File: config.mk
export PLATFORM = sky130hd
export DESIGN_NAME = zero_run_length_encoder
export DESIGN_NICKNAME = d
export VERILOG_FILES = /design/src/design/zrle_pkg.sv /design/src/design/zero_run_length_encoder.sv /design/src/design/zrle_fifo.sv /design/src/design/zrle_front.sv /design/src/design/zrle_back.sv
export SDC_FILE = /design/constraint.sdc
export NUM_CORES = 1
export LEC_CHECK = 0
export BUFFER_PORTS_ARGS = -buffer_cell sky130_fd_sc_hd__buf_2
export CELL_PAD_IN_SITES_DETAIL_PLACEMENT = 2
export CELL_PAD_IN_SITES_GLOBAL_PLACEMENT = 2
export CORE_MARGIN = 5
export CORE_UTILIZATION = 25
export DETAILED_ROUTE_END_ITERATION = 7
export PLACE_DENSITY = 0.59
export SLEW_MARGIN = 20
export SYNTH_ARGS = -nofsm -noshare
export SYNTH_HDL_FRONTEND = slang
export SYNTH_SLANG_ARGS = --single-unit
export TNS_END_PERCENT = 50
File: constraint.sdc
create_clock -name i_clk -period 3 [get_ports i_clk]
set_input_delay 0.6 -clock i_clk [delete_from_list [all_inputs] [get_ports i_clk]]
set_output_delay 0.6 -clock i_clk [all_outputs]
set_load 0.01 [all_outputs]
File: src/design/zrle_pkg.sv
// Package of the zero run-length encoder: payload and command types, constants
// and the leading-one search. No dependencies.
`timescale 1ns / 1ps

package zrle_pkg;

    localparam int RUN_W       = 16;
    localparam int BIT_W       = $clog2(RUN_W);
    localparam int RUN_MAX     = (1 << RUN_W) - 1;
    localparam int MAX_RUN     = 65535;
    localparam int LIMIT_INT   = (MAX_RUN < RUN_MAX) ? MAX_RUN : RUN_MAX;
    localparam logic [RUN_W-1:0] RUN_LIMIT = RUN_W'(LIMIT_INT);

    localparam logic [7:0] ESC_MIN  = 8'hFE;
    localparam logic [7:0] ESC_BYTE = 8'hFF;

    localparam int QUEUE_DEPTH = 2;
    localparam int QPTR_W      = $clog2(QUEUE_DEPTH);
    localparam int QCNT_W      = $clog2(QUEUE_DEPTH + 1);

    typedef struct packed {
        logic [7:0] in_byte;
        logic       block_end;
    } t_in;

    typedef struct packed {
        logic [7:0] out_byte;
        logic       last_of_item;
    } t_out;

    typedef struct packed {
        logic [RUN_W-1:0] run;
        logic [BIT_W-1:0] nbits;
        logic             has_lit;
        logic [7:0]       lit;
    } t_cmd;

    typedef struct packed {
        logic valid;
        t_cmd cmd;
    } t_push;

    typedef struct packed {
        logic empty;
        logic full;
        t_cmd cmd;
    } t_qstat;

    // Position of the most significant set bit; zero for values below two.
    function automatic logic [BIT_W-1:0] msb_index(input logic [RUN_W-1:0] c);
        logic [BIT_W-1:0] top;
        top = '0;
        for (int i = 1; i < RUN_W; i++) begin
            if (c[i]) begin
                top = BIT_W'(i);
            end
        end
        return top;
    endfunction

endpackage

File: src/design/zero_run_length_encoder.sv
// Zero run-length encoder. A byte that only extends a zero run updates the run count.
// Any other byte is queued; the back stage takes the command into its command register,
// then emits run bits and literal bytes. The two-entry queue lets input run ahead.
// The output stage emits one byte per cycle unless i_ready stalls it or it is idle.
// Reset is synchronous and active low; it empties the queue and sets the run count to one.
`timescale 1ns / 1ps

module zero_run_length_encoder
    import zrle_pkg::*;
(
    input  logic i_clk,
    input  logic i_rst_n,
    input  logic i_valid,
    output logic o_ready,
    input  t_in  i_data,
    output logic o_valid,
    input  logic i_ready,
    output t_out o_data
);

    t_push  w_push;
    t_qstat w_qstat;
    logic   w_pop;

    zrle_front u_front (
        .i_clk    (i_clk),
        .i_rst_n  (i_rst_n),
        .i_valid  (i_valid),
        .o_ready  (o_ready),
        .i_data   (i_data),
        .i_q_full (w_qstat.full),
        .o_push   (w_push)
    );

    zrle_fifo u_fifo (
        .i_clk   (i_clk),
        .i_rst_n (i_rst_n),
        .i_push  (w_push),
        .i_pop   (w_pop),
        .o_stat  (w_qstat)
    );

    zrle_back u_back (
        .i_clk   (i_clk),
        .i_rst_n (i_rst_n),
        .i_q     (w_qstat),
        .o_pop   (w_pop),
        .o_valid (o_valid),
        .i_ready (i_ready),
        .o_data  (o_data)
    );

endmodule

File: src/design/zrle_fifo.sv
// Short command queue between the classifying front and the serializing back.
// Depends on zrle_pkg.
`timescale 1ns / 1ps

module zrle_fifo
    import zrle_pkg::*;
(
    input  logic   i_clk,
    input  logic   i_rst_n,
    input  t_push  i_push,
    input  logic   i_pop,
    output t_qstat o_stat
);

    t_cmd              r_mem [QUEUE_DEPTH];
    logic [QPTR_W-1:0] r_wptr, n_wptr;
    logic [QPTR_W-1:0] r_rptr, n_rptr;
    logic [QCNT_W-1:0] r_cnt, n_cnt;
    logic              w_push, w_pop;

    always_comb begin
        w_push = i_push.valid && (r_cnt != QCNT_W'(QUEUE_DEPTH));
        w_pop  = i_pop && (r_cnt != '0);
        n_wptr = r_wptr;
        n_rptr = r_rptr;
        n_cnt  = r_cnt;
        if (w_push) begin
            n_wptr = (r_wptr == QPTR_W'(QUEUE_DEPTH - 1)) ? '0 : r_wptr + QPTR_W'(1);
        end
        if (w_pop) begin
            n_rptr = (r_rptr == QPTR_W'(QUEUE_DEPTH - 1)) ? '0 : r_rptr + QPTR_W'(1);
        end
        if (w_push && !w_pop) begin
            n_cnt = r_cnt + QCNT_W'(1);
        end else if (w_pop && !w_push) begin
            n_cnt = r_cnt - QCNT_W'(1);
        end
    end

    always_ff @(posedge i_clk) begin
        if (!i_rst_n) begin
            r_wptr <= '0;
            r_rptr <= '0;
            r_cnt  <= '0;
        end else begin
            r_wptr <= n_wptr;
            r_rptr <= n_rptr;
            r_cnt  <= n_cnt;
        end
    end

    always_ff @(posedge i_clk) begin
        if (w_push) begin
            r_mem[r_wptr] <= i_push.cmd;
        end
    end

    always_comb begin
        o_stat.empty = (r_cnt == '0);
        o_stat.full  = (r_cnt == QCNT_W'(QUEUE_DEPTH));
        o_stat.cmd   = r_mem[r_rptr];
    end

endmodule

File: src/design/zrle_front.sv
// Input side of the encoder: accepts bytes, keeps the pending zero-run count
// and queues a flush or literal command. Depends on zrle_pkg.
`timescale 1ns / 1ps

module zrle_front
    import zrle_pkg::*;
(
    input  logic  i_clk,
    input  logic  i_rst_n,
    input  logic  i_valid,
    output logic  o_ready,
    input  t_in   i_data,
    input  logic  i_q_full,
    output t_push o_push
);

    logic [RUN_W-1:0] r_count, n_count;
    logic [RUN_W-1:0] w_inc, w_run;
    logic             w_zero, w_flush, w_take;

    always_comb begin
        o_ready = !i_q_full;
        w_take  = i_valid && o_ready;
        w_zero  = (i_data.in_byte == 8'd0);
        w_inc   = r_count + RUN_W'(1);
        w_flush = !w_zero || i_data.block_end || (w_inc >= RUN_LIMIT);
        w_run   = w_zero ? w_inc : r_count;

        o_push.valid       = w_take && w_flush;
        o_push.cmd.run     = w_run;
        o_push.cmd.nbits   = msb_index(w_run);
        o_push.cmd.has_lit = !w_zero;
        o_push.cmd.lit     = i_data.in_byte;

        n_count = r_count;
        if (w_take) begin
            n_count = w_flush ? RUN_W'(1) : w_inc;
        end
    end

    always_ff @(posedge i_clk) begin
        if (!i_rst_n) begin
            r_count <= RUN_W'(1);
        end else begin
            r_count <= n_count;
        end
    end

endmodule

File: src/design/zrle_back.sv
// Output side of the encoder: serializes run bits, literals and escapes from
// queued commands into a registered output stage. Depends on zrle_pkg.
`timescale 1ns / 1ps

module zrle_back
    import zrle_pkg::*;
(
    input  logic   i_clk,
    input  logic   i_rst_n,
    input  t_qstat i_q,
    output logic   o_pop,
    output logic   o_valid,
    input  logic   i_ready,
    output t_out   o_data
);

    localparam logic [1:0] S_IDLE = 2'd0;
    localparam logic [1:0] S_RUN  = 2'd1;
    localparam logic [1:0] S_LIT  = 2'd2;
    localparam logic [1:0] S_ESC  = 2'd3;

    logic [1:0]       r_state, n_state;
    t_cmd             r_cmd, n_cmd;
    logic [BIT_W-1:0] r_k, n_k;
    t_out             r_out, n_out;
    logic             r_out_valid, n_out_valid;
    logic             w_slot, w_emit;

    always_comb begin
        w_slot      = !r_out_valid || i_ready;
        w_emit      = 1'b0;
        o_pop       = 1'b0;
        n_state     = r_state;
        n_cmd       = r_cmd;
        n_k         = r_k;
        n_out       = r_out;
        unique case (r_state)
            S_IDLE: begin
                if (!i_q.empty) begin
                    o_pop   = 1'b1;
                    n_cmd   = i_q.cmd;
                    n_k     = i_q.cmd.nbits - BIT_W'(1);
                    n_state = (i_q.cmd.nbits != '0) ? S_RUN : S_LIT;
                end
            end
            S_RUN: begin
                if (w_slot) begin
                    w_emit             = 1'b1;
                    n_out.out_byte     = {7'd0, r_cmd.run[r_k]};
                    n_out.last_of_item = (r_k == '0) && !r_cmd.has_lit;
                    if (r_k == '0) begin
                        n_state = r_cmd.has_lit ? S_LIT : S_IDLE;
                    end else begin
                        n_k = r_k - BIT_W'(1);
                    end
                end
            end
            S_LIT: begin
                if (w_slot) begin
                    w_emit = 1'b1;
                    if (r_cmd.lit >= ESC_MIN) begin
                        n_out.out_byte     = ESC_BYTE;
                        n_out.last_of_item = 1'b0;
                        n_state            = S_ESC;
                    end else begin
                        n_out.out_byte     = r_cmd.lit + 8'd1;
                        n_out.last_of_item = 1'b1;
                        n_state            = S_IDLE;
                    end
                end
            end
            S_ESC: begin
                if (w_slot) begin
                    w_emit             = 1'b1;
                    n_out.out_byte     = r_cmd.lit - ESC_MIN;
                    n_out.last_of_item = 1'b1;
                    n_state            = S_IDLE;
                end
            end
            default: begin
                n_state = S_IDLE;
            end
        endcase
        n_out_valid = w_emit ? 1'b1 : (r_out_valid && !i_ready);
    end

    always_ff @(posedge i_clk) begin
        if (!i_rst_n) begin
            r_state     <= S_IDLE;
            r_out_valid <= 1'b0;
        end else begin
            r_state     <= n_state;
            r_out_valid <= n_out_valid;
        end
    end

    always_ff @(posedge i_clk) begin
        r_cmd <= n_cmd;
        r_k   <= n_k;
        r_out <= n_out;
    end

    assign o_valid = r_out_valid;
    assign o_data  = r_out;

endmodule

* After elaboration in Yosys (flattened, before gate mapping) *
Memories as Yosys holds them, arrays and structs flattened. A register that Yosys moved wholly into a read port is not among the register bits.
Index checks and enable logic that the tools add are counted.
W data, S select, Z words.

operators by class
  add/sub/neg operators = 9
  order comparisons = 3
  eq/ne operators = 11
  muxes and demuxes = 50
  bitwise logic cells = 1
  reductions and logical operators = 32

operator list
  operator                 number
  $mux W4                  11
  $mux W9                  4
  $mux W16                 2
  $pmux W9 S3              1
  $mux W2                  12
  $add A16 B1 Y16 const B  1
  $ge A16 B16 Y1 const B   1
  $mux W1                  13
  $mux W3                  4
  $add A8 B1 Y8 const B    1
  $ge A8 B8 Y1 const B     1
  $logic_and A1 B1 Y1      8
  $logic_not A8 Y1         1
  $ne A2 B1 Y1 const B     4
  $pmux W2 S4              1
  $pmux W4 S2              1
  $reduce_and A4 Y1        2
  $sub A4 B1 Y4 const B    2
  $sub A8 B8 Y8 const B    1
  $logic_not A1 Y1         7
  $eq A2 B2 Y1 const B     3
  $ne A2 B2 Y1 const B     3
  $reduce_bool A2 Y1       3
  $lt A4 B5 Y1 const B     1
  other kinds (14)         18

word-level totals
  register bits after elaboration = 61
  bits in writable memories = 58
  bits of input ports = 13
  output and inout port bits = 11
  logic and storage cells = 119
  memories kept = 1

memories
  memory        depth  width  rd ports  clocked after Yosys merged registers in  wr ports  RTL line         RTL
  u_fifo.r_mem  2      29     1         1                                        1         zrle_fifo.sv:15  t_cmd r_mem [QUEUE_DEPTH];

* Logic depth before layout (Yosys ltp) *
  word-level depth = 17
  gate-level depth with buffers = 12
  depth with buffers taken out = 11

* Cells and area by module *
From an unflattened synthesis, not the netlist that was laid out.

unflattened totals
  cells, all modules = 520
  area total of the unflattened synthesis = 6092.1 µm²

modules (own cells, without submodules)
  module      instances  cells each  area each (µm²)  seq. area each (µm²)
  zrle_fifo   1          115         2322.2           1841.8
  zrle_front  1          276         1903.1           320.3
  zrle_back   1          129         1866.8           1201.2

* Least setup slack after synthesis *
Ideal clock, no wire load.

  path kind = register -> register
  start point = register u_front.r_count[1]
  end point = memory u_fifo.r_mem[0][0] in the netlist's numbering (enable)
  library setup time = 384 ps
  arrival = 2641 ps
  required time = 2616 ps
  setup slack = -25 ps
  stages on the path, launching flop included = 10
  buffers on the path = 1
  period minus slack after synthesis = 3025 ps
  cells stage by stage = dfxtp_1 > ha_1 > clkbuf_1 > xnor2_1 > nor2_1 > o2111ai_1 > nor4_4 > a41oi_2 > or3_1 > inv_1

on the way
  longest elaborated chain between the ends = 7

ends and longest elaborated chain
  what                           RTL line          RTL
  start, declared                zrle_front.sv:17  logic [RUN_W-1:0] r_count, n_count;
  start signal, assigned         zrle_front.sv:45  r_count <= n_count;
  $add A16 B1 Y16                zrle_front.sv:25  w_inc = r_count + RUN_W'(1);
  $ge A16 B16 Y1                 zrle_front.sv:26  w_flush = !w_zero || i_data.block_end || (w_inc >= RUN_LIMIT);
  $logic_or A1 B1 Y1             zrle_front.sv:26
  $logic_and A1 B1 Y1            zrle_front.sv:29  o_push.valid = w_take && w_flush;
  $logic_and A1 B1 Y1            zrle_fifo.sv:22   w_push = i_push.valid && (r_cnt != QCNT_W'(QUEUE_DEPTH));
  $mux W1                        zrle_fifo.sv:53   if (w_push) begin
  $mux W1 (not written as such)  zrle_fifo.sv:54   r_mem[r_wptr] <= i_push.cmd;
  end, declared                  zrle_fifo.sv:15

No other way between the ends.

* Final worst setup path *
  start point = register u_front.r_count[1]
  end point = register u_fifo.r_cnt[1]

on the way
  longest elaborated chain between the ends = 8
  elaborated cells on any way between the ends = 10
  those cells by class = add/sub (1); order compare (1); mux (1); reduce/logical (7)

ends and longest elaborated chain
  what                          RTL line          RTL
  $add A16 B1 Y16 *             zrle_front.sv:25
  $ge A16 B16 Y1 *              zrle_front.sv:26
  $logic_or A1 B1 Y1 *          zrle_front.sv:26
  $logic_and A1 B1 Y1 *         zrle_front.sv:29
  $logic_and A1 B1 Y1 *         zrle_fifo.sv:22
  net u_fifo.w_push             zrle_fifo.sv:19   logic w_push, w_pop;
  $logic_not A1 Y1              zrle_fifo.sv:35   end else if (w_pop && !w_push) begin
  $logic_and A1 B1 Y1           zrle_fifo.sv:35
  $reduce_bool A2 Y1 (no line)  --
  end signal, assigned          zrle_fifo.sv:48   r_cnt <= n_cnt;
  end, declared                 zrle_fifo.sv:18   logic [QCNT_W-1:0] r_cnt, n_cnt;

Mark *: on every way through the listed nets, which the timed path passes. The rest lies on a longest branch.
A chain may end at the register's enable or synchronous reset.

==> reports/metrics.csv <==
metric;value;unit
worst-margin pin slew;0.874;ns
endpoints failing hold;0;
largest net degree at the start of global routing;30;
Finished Cell Area;7250;sq um
Netlist cell types;61;
IO buf count;23;
HPWL after DPL;11600;microns
Min Clock Period, post-route;2.86;ns
Syn. warnings;0;
status;complete, no violations;
setup TNS;0;ns
Mapped Area;5900;sq um
Post-synth ARST share;0;%
slew margin rel.;41.1;%
Syn Nets;518;
predominant post-synthesis flop cell;edfxtp_1;
Setup Viol. Count Final;0;
DRT Pass-1 Iters;4;
critical path capture point type;flip-flop;
area grow syn2layout;22.9;%
fill count;2522;
Reg clk slew, reported paths;0.06;ns
most frequent cells in the layout;edfxtp_1 (96), nand2_1 (45), buf_4 (44), nor2_1 (30), nor3_1 (26);
P_leak;2.69;nW
commonest non-fill, non-tap cell in the layout;edfxtp_1;
#FFs+latches synth;120;
Clock Latency Late Sink;0.42;ns
EDFF count, synth;96;
Total GRT Usage;12.6;%
Clock Skew;0.00788;ns
post-placement cell area;6640;sq um
Antenna diodes;0;
peak supply drop;0.000342;V
Synth Area per Inst;11.8;sq um
total power;5.94;mW
RSZ-0062 raised after global routing;false;
Root Driver;clkbuf_16;
WL/cell;17.9;microns
die width;164;microns
Post-CTS Hold Buffers;0;
initial antenna violation count;0;
global route overflow;0;
Vias per Instance;4.63;
# DRC;0;
Worst EP required;3.33;ns
first-pass GRT wire length;25900;microns
H-tree levels;4;
Iter 0 DRT Violations;178;
Boundary Pins;24;
Cells after Synth;498;
vias in the first global route;4593;
layout cell share with drive strength beyond 1;26.7;%
Inserted Clock Buffers;17;
Die Y;164;microns
sequential cell area fraction in the yosys report;57.0;%
period utilization;95.3;%
DRT antenna net count;0;
multi-input logic area;2340;sq um
HP Class;in2reg;
Crit Path Class;reg2reg;
Final nets;572;
fmax;350;MHz
Reg area;3360;sq um
Arr. time, crit path;3.19;ns
crit path launch type;flip-flop;
Slew Viols, Final;0;
total number of vias;4094;
Max-cap violations;0;
WL final;15800;microns
Placeable Area;23300;sq um
Final GP Congestion;0.817;
Bufs on Longest Clock Path;2;
post-layout util;31.1;%
CTS tree;built;
PwrDens;819;nW/um^2
TritonCTS sink count;120;
num rows;56;
die area;26800;sq um
critical path peak fanout;7;
starting density of the core;25.3;%
## worst max-delay path: stages (launching register included)
cell,delay (ns)
dfxtp_1,0.40
ha_2,0.30
xnor2_1,0.11
nor2_1,0.17
o2111ai_1,0.25
nor4_4,0.32
a41oi_2,0.20
nor2_1,0.14
ha_1,0.27
or3_1,0.41
a21oi_1,0.19
## cell usage after synthesis, types with 2 or more instances
cell type	count	area, sq um
edfxtp_1	96	2880
nand2_1	45	169
nor2_1	30	113
nor3_1	26	130
mux2_2	25	282
dfxtp_1	24	480
o21ai_0	24	120
clkbuf_1	23	86.3
xor2_1	19	166
inv_1	15	56.3
xnor2_1	15	131
a21oi_1	13	65.1
nand3_1	13	65.1
and3_1	10	62.6
nand4_1	10	62.6
ha_1	7	87.6
a32oi_1	6	52.6
and2_1	6	37.5
buf_2	6	30.0
mux2i_1	6	60.1
o311ai_0	6	52.6
mux4_2	5	113
or3_1	5	31.3
nand2b_1	4	25.0
or4_1	4	30.0
a21boi_0	3	22.5
buf_1	3	11.3
nor4_1	3	18.8
nor4_2	3	37.5
o211ai_1	3	22.5
o21bai_1	3	22.5
nand4_2	2	25.0
nand4b_1	2	17.5
nor2b_1	2	12.5
nor3b_1	2	15.0
o21a_1	2	15.0
o21ba_2	2	20.0
o31a_1	2	17.5
## per-stage QoR
step	setup WS (ns)	hold WS [ns]	instances
2_1_floorplan	0.0770	0.458	498
3_3_place_gp	0.0812	0.480	852
3_5_place_dp	0.0625	0.491	852
4_1_cts	0.0218	0.376	884
5_1_grt	0.0134	0.380	884
6_report	0.142	0.396	884
## sequential cells by signal (all words and copies together) (netlist names), named ones only
signal / flops
u_back.r_k: 4
u_back.r_cmd: 25
u_back.o_data: 9
u_fifo.r_cnt: 2
u_front.r_count: 16
u_fifo.r_rptr: 1
u_fifo.r_mem: 58
u_back.r_state: 2
u_fifo.r_wptr: 1
u_back.o_valid: 1
## timing repair
item	CTS	global route
gates resized for setup	0	3
buffers inserted	0	0
setup endpoints to repair	0	25
## logic make-up (layout without fill, tap and decap cells)
kind of cell    count (synthesis)  count (layout)  share of synthesized area (%)
compound gates                 75              75                           8.74
xor+xnor                       34              34                           5.05
fa+ha+maj                       7               7                           1.48
buf+inv                        49             116                           3.44
flops                         120             120                           57.0
mux                            36              36                           7.70
simple gates                  177             177                           16.6
## power by group
group | internal, mW | switching (mW) | total, mW
clock network | 1.31 | 0.773 | 2.08
logic | 0.606 | 0.744 | 1.35
registers | 2.30 | 0.202 | 2.50
total | 4.22 | 1.72 | 5.94
## routing by layer
layer / track usage [%] / routed length, microns / share of wire (%)
met5: 0 / 0 / 0
met4: 4.04 / 203 / 1.3
met3: 3.51 / 624 / 3.9
met2: 20.9 / 7920 / 50
met1: 15.9 / 7070 / 45
## path summary, 6_finish.rpt
path,start,to,slack [ns],cells after the start
min reg2reg,u_fifo.r_wptr,u_fifo.r_wptr,0.50,2
max reg2reg,u_front.r_count[1],u_fifo.r_cnt[1],0.14,10
max,u_front.r_count[1],u_fifo.r_cnt[1],0.14,10
min,i_data[2],u_fifo.r_mem[1][1],0.40,1
## final cells by class
class                   instances  share of cell area [%]
repair buffers                 69                    6.69
inverters                      15                   0.828
clock buffers                  18                    5.92
well taps                     319                    5.50
multi-input cells             329                    32.3
clock inverters                14                    2.36
flip-flops and latches        120                    46.4
No activity file was read; power rests on OpenSTA's default activity.
